## src/design/arocc_pkg.sv

```systemverilog
package arocc_pkg;

  localparam int TABLE_ENTRIES = 16;
  localparam int SECTOR_BYTES  = 4096;

  localparam logic [1:0] CMD_WRITE    = 2'd0;
  localparam logic [1:0] CMD_VALIDATE = 2'd1;
  localparam logic [1:0] CMD_FIND     = 2'd2;

  localparam logic [1:0] ST_OK        = 2'd0;
  localparam logic [1:0] ST_CONFLICT  = 2'd1;
  localparam logic [1:0] ST_FULL      = 2'd2;
  localparam logic [1:0] ST_BAD_INDEX = 2'd3;

  // One table entry as loaded by a write command.
  typedef struct packed {
    logic        vld;
    logic [7:0]  ftype;
    logic [31:0] start;
    logic [31:0] size;
    logic [15:0] sectors;
  } entry_t;

  typedef struct packed {
    logic       en;
    logic [7:0] idx;
    entry_t     data;
  } wr_t;

  // Query range and owner held steady for the whole walk; log_type follows the register.
  typedef struct packed {
    logic [31:0] rstart;
    logic [31:0] rend;
    logic [7:0]  own;
    logic [7:0]  log_type;
  } query_t;

  // Walk token handed from cell to cell.
  typedef struct packed {
    logic        act;
    logic        find;
    logic        done;
    logic [1:0]  status;
    logic [31:0] freed;
    logic [7:0]  slot;
  } token_t;

endpackage

```

## src/design/arocc_cell.sv

```systemverilog
module arocc_cell (
  input  logic            clk_i,
  input  logic            rst_ni,
  input  logic [7:0]      idx_i,
  input  arocc_pkg::wr_t    wr_i,
  input  arocc_pkg::query_t qry_i,
  input  arocc_pkg::token_t tok_i,
  output arocc_pkg::token_t tok_o
);
  import arocc_pkg::*;

  logic        vld_q, vld_d;
  logic [7:0]  ftype_q;
  logic [31:0] start_q;
  logic [31:0] size_q;
  logic [15:0] sectors_q;
  token_t      tok_q, tok_d;

  logic [31:0] span;
  logic [31:0] last;
  logic        hit;
  logic        wr_hit;

  assign wr_hit = wr_i.en && (wr_i.idx == idx_i);

  always_comb begin
    if (sectors_q != 16'd0) begin
      span = 32'(sectors_q) * 32'(SECTOR_BYTES);
    end else begin
      span = size_q;
    end
    last = start_q + span - 32'd1;
    hit  = vld_q && (size_q != 32'd0) && !((last < qry_i.rstart) || (start_q > qry_i.rend));
  end

  always_comb begin
    tok_d = tok_i;
    vld_d = vld_q;
    if (wr_hit) begin
      vld_d = wr_i.data.vld;
    end else if (tok_i.act && !tok_i.done) begin
      if (tok_i.find) begin
        if (!vld_q) begin
          tok_d.done   = 1'b1;
          tok_d.status = ST_OK;
          tok_d.slot   = idx_i;
        end
      end else if (hit) begin
        if ((qry_i.own == idx_i) || (ftype_q != qry_i.log_type)) begin
          tok_d.done   = 1'b1;
          tok_d.status = ST_CONFLICT;
        end else begin
          // An overlapped log entry is released and its span counted.
          tok_d.freed = tok_i.freed + span;
          vld_d       = 1'b0;
        end
      end
    end
  end

  always_ff @(posedge clk_i or negedge rst_ni) begin
    if (!rst_ni) begin
      vld_q <= 1'b0;
      tok_q <= '0;
    end else begin
      vld_q <= vld_d;
      tok_q <= tok_d;
    end
  end

  always_ff @(posedge clk_i) begin
    if (wr_hit) begin
      ftype_q   <= wr_i.data.ftype;
      start_q   <= wr_i.data.start;
      size_q    <= wr_i.data.size;
      sectors_q <= wr_i.data.sectors;
    end
  end

  assign tok_o = tok_q;

endmodule

```

## config.mk

```make
export PLATFORM = sky130hd
export DESIGN_NAME = arocc_cell
export DESIGN_NICKNAME = d
export VERILOG_FILES = /design/src/design/arocc_pkg.sv /design/src/design/arocc_cell.sv
export SDC_FILE = /design/constraint.sdc
export NUM_CORES = 1
export LEC_CHECK = 0
export BUFFER_PORTS_ARGS = -buffer_cell sky130_fd_sc_hd__buf_2
export CORE_MARGIN = 2
export CORE_UTILIZATION = 49
export DETAILED_ROUTE_END_ITERATION = 7
export GPL_TIMING_DRIVEN = 0
export PLACE_DENSITY = 0.77
export SLEW_MARGIN = 5
export SYNTH_ARGS = -nofsm -noshare
export SYNTH_HDL_FRONTEND = slang
export SYNTH_SLANG_ARGS = --single-unit
```

## constraint.sdc

```tcl
create_clock -name clk_i -period 5.3 [get_ports clk_i]
set_input_delay 0.265 -clock clk_i [delete_from_list [all_inputs] [get_ports clk_i]]
set_output_delay 0.265 -clock clk_i [all_outputs]
set_load 0.01 [all_outputs]
```

==> metrics <==
status=finished, violations left; violated checks=setup timing; CP peak stage delay=between 0.4 and 0.5 ns; gr ovfl total=0; top-area cell type share of the netlist area=0.253; RePlAce Congestion=0.922; worst hold path class=in2reg; Sink Count=134; I/O pins=278; most frequent cells after synthesis=202 x inv_1, 155 x ha_1, 88 x edfxtp_1; critical path launch point type=flip-flop; CP max stage cell=edfxtp_1; Worst EP arrival=approximately 6.4 ns; Die Span X=150 µm; via count=9,318; worst ir drop on vdd=0.276 mV; CP endpoint kind=flip-flop; post-place setup slack=-1.17 ns; drt initial violations=736; Port Buffers=277; Syn. warnings=0; Synth area leaders=edfxtp_1 25%, ha_1 19%, dfrtp_1 11%, inv_1 7.3%, xnor2_1 3.9%; TritonCTS clock tree=yes; post-synthesis cell count=1,111; synthesized net count=1,501; Leak Pwr=around 7 nW; number of global-route vias before repair=8,995; cell row count=53; share of cells above drive strength 1=0.313; antenna violations before repair=7; die height=150 µm; worst hold path depth=1; Core Util, Final=0.660; core area=21,000 µm²; Critical Path Most Common Cell=ha_1; endpoints failing setup=36; Avg Cell Area, Syn=approximately 9.4 µm²; max frequency=~160 MHz; P_sw=0.691 mW; RSZ-0062 raised after global routing=true; Pwr Density=203 nW/µm²; synthesized area=10,400 µm²; Wirelength per Cell=17.3 µm; Initial Util=0.498; worst skew pair latency=0.42 ns; Final Slew Violations=0; H-tree depth=4; Layout Skew=0.00994 ns; cell-internal power=between 2 and 2.5 mW; Slew @ Worst Pin=1.11 ns; area leader, netlist=edfxtp_1; ys async rst share=0.343; largest net degree at the start of global routing=47; DRC violations left=0; sequential fraction of the synthesis area=0.364; CTS clk-pin slew, worst paths=0.06 ns; minimum clock period=6.09 ns; Longest Clk Path Bufs=2; switch share=0.246; leading cell type by number of instances after synthesis=inv_1; crit-path max FO=6; clk root buf=clkbuf_16; Fill cells=between 1,500 and 2,000; synth unique cells=67; DPL Wire Length=23.4 mm; Slew Limit Headroom=0.261; combinational power share=0.136; CTS Buf Count=17; Post-synth EDFFs=slightly below 90; register share of total power=0.408; R2R depth=28; first-pass GRT wire length=44.8 mm; final WL=30.2 mm; Antenna Nets Post-Route=0; Clk pwr share=0.456; worst setup path class=reg2reg; synthesis-to-layout area growth=32.7%; post-route setup slack=-0.791 ns; Tot Pwr=2.81 mW; flops & latches, synth=134; TNS Setup=-24.31 ns; Top FF cell, synth=edfxtp_1; MaxCap Viol Count=0; die area=22,500 µm²; drt first pass iters=8; Final Hold Fails=0; Req. time, crit path=5.61 ns; final net count=1,841; vias per cell=between 5 and 6; final cycle utilization of the critical path=1.15; GRT Overall Usage=0.261
==> per-layer routing <==
layer,vias to the layer above,part of all wire,GRT usage
met4,0,0.039,0.106
met1,4292,0.43,0.334
li1,4601,-,-
met3,76,0.049,0.0436
met5,-,0,0
met2,349,0.48,0.437
==> placed cells by master (no fill, tap or decap), types with 6 or more instances in the layout <==
master | netlist | routed
clkbuf_16 | 0 | 21
nand2_2 | 0 | 9
diode_2 | 0 | 11
nor2b_1 | 11 | 9
nor4_1 | 16 | 15
buf_2 | 3 | 278
and3_1 | 14 | 12
o21ai_0 | 58 | 35
o211ai_1 | 11 | 11
a21o_1 | 48 | 46
dfrtp_1 | 46 | 46
buf_8 | 0 | 6
nor2_1 | 37 | 37
inv_1 | 202 | 198
nand3_1 | 17 | 16
nand2_4 | 0 | 8
o21ai_1 | 5 | 15
mux2_2 | 12 | 9
nor3_1 | 17 | 15
xnor2_1 | 47 | 47
ha_1 | 155 | 143
o21a_1 | 9 | 9
nand4_1 | 21 | 21
buf_4 | 0 | 24
xor2_1 | 31 | 31
dlygate4sd3_1 | 0 | 10
buf_6 | 2 | 7
nand2_1 | 84 | 66
nand2b_1 | 12 | 12
a21oi_2 | 2 | 7
ha_4 | 0 | 10
a21oi_1 | 65 | 60
o21ai_2 | 0 | 13
edfxtp_1 | 88 | 88
a211oi_1 | 16 | 12
==> critical path, delay by kind of cell (launching register included) <==
family,cells,cell delay (ns)
DFF,1,0.41
buffers and inverters,5,0.56
adders and majority gates,3,0.94
AOI/OAI and AO/OA,10,2.11
xor gates and xnor gates,2,0.37
and+or+nand+nor,8,1.58
==> registers in the layout, summed over array words and instances (netlist names) <==
register,count
vld_q,1
ftype_q,8
sectors_q,16
start_q,32
size_q,32
tok_o,45
==> repair_timing <==
item / CTS / global route
hold buffers: 10 / 0
endpoints found under the setup margin: 36 / 36
gates resized for setup: 70 / 71
pin swaps: 36 / 20
buffers inserted: 20 / 14
endpoints found under the hold margin: 10 / 0
cloned: 3 / 1
==> worst paths after layout <==
check	end	slack, ns	startpoint
worst max register to register	tok_o[39]	-0.79	sectors_q[8]
worst min-delay path	ftype_q[3]	0.01	wr_i[83]
worst max-delay path	tok_o[39]	-0.79	sectors_q[8]
max in group asynchronous	tok_o[32]	4.56	rst_ni
worst min register to register	tok_o[8]	0.78	size_q[0]
min in group asynchronous	tok_o[13]	0.04	rst_ni
==> cells by family (layout without fill, tap and decap cells) <==
group | count (synthesis) | in the layout | synth area share
AO/OA/AOI/OAI | 259 | 259 | 0.166
multiplexers | 12 | 12 | 0.0130
buffers and inverters | 220 | 573 | 0.0810
flip-flops | 134 | 134 | 0.364
other | 0 | 11 | 0
AND/OR/NAND/NOR | 251 | 251 | 0.121
adder cells (fa/ha/maj) | 157 | 157 | 0.190
XOR/XNOR | 78 | 78 | 0.0655
==> area by class of cell <==
cell class                 count  area, µm²  share of cell area
sequential                   134       3790               0.274
multi-input combinational    757       6230               0.450
inverter                     202        761              0.0550
clock inverter                13        181              0.0131
tap                          275        344              0.0249
antenna                       11       27.5             0.00199
buffer                        17        204              0.0147
clock buffer                  19        464              0.0335
timing repair buffer         322       1840               0.133
==> per-stage QoR <==
step | std cells | area, µm² | hold slack, ns
5_1_grt | 1747 | 13800 | 0.00270
4_1_cts | 1728 | 13500 | 0.000286
3_3_place_gp | 1663 | 12300 | 0.414
3_5_place_dp | 1664 | 12300 | 0.409
6_report | 1750 | 13800 | 0.0150
2_1_floorplan | 1111 | 10500 | -0.0306
==> power groups by stage <==
stage               clock, mW  sequential, mW  combinational, mW
finish                   1.28            1.15              0.384
global route             1.34            1.15              0.425
CTS                      1.30            1.15              0.369
detailed placement          0            1.17              0.351
global placement            0            1.17              0.341
floorplan                   0            1.18              0.176
Note: power is estimated with default switching activity, not from simulation.
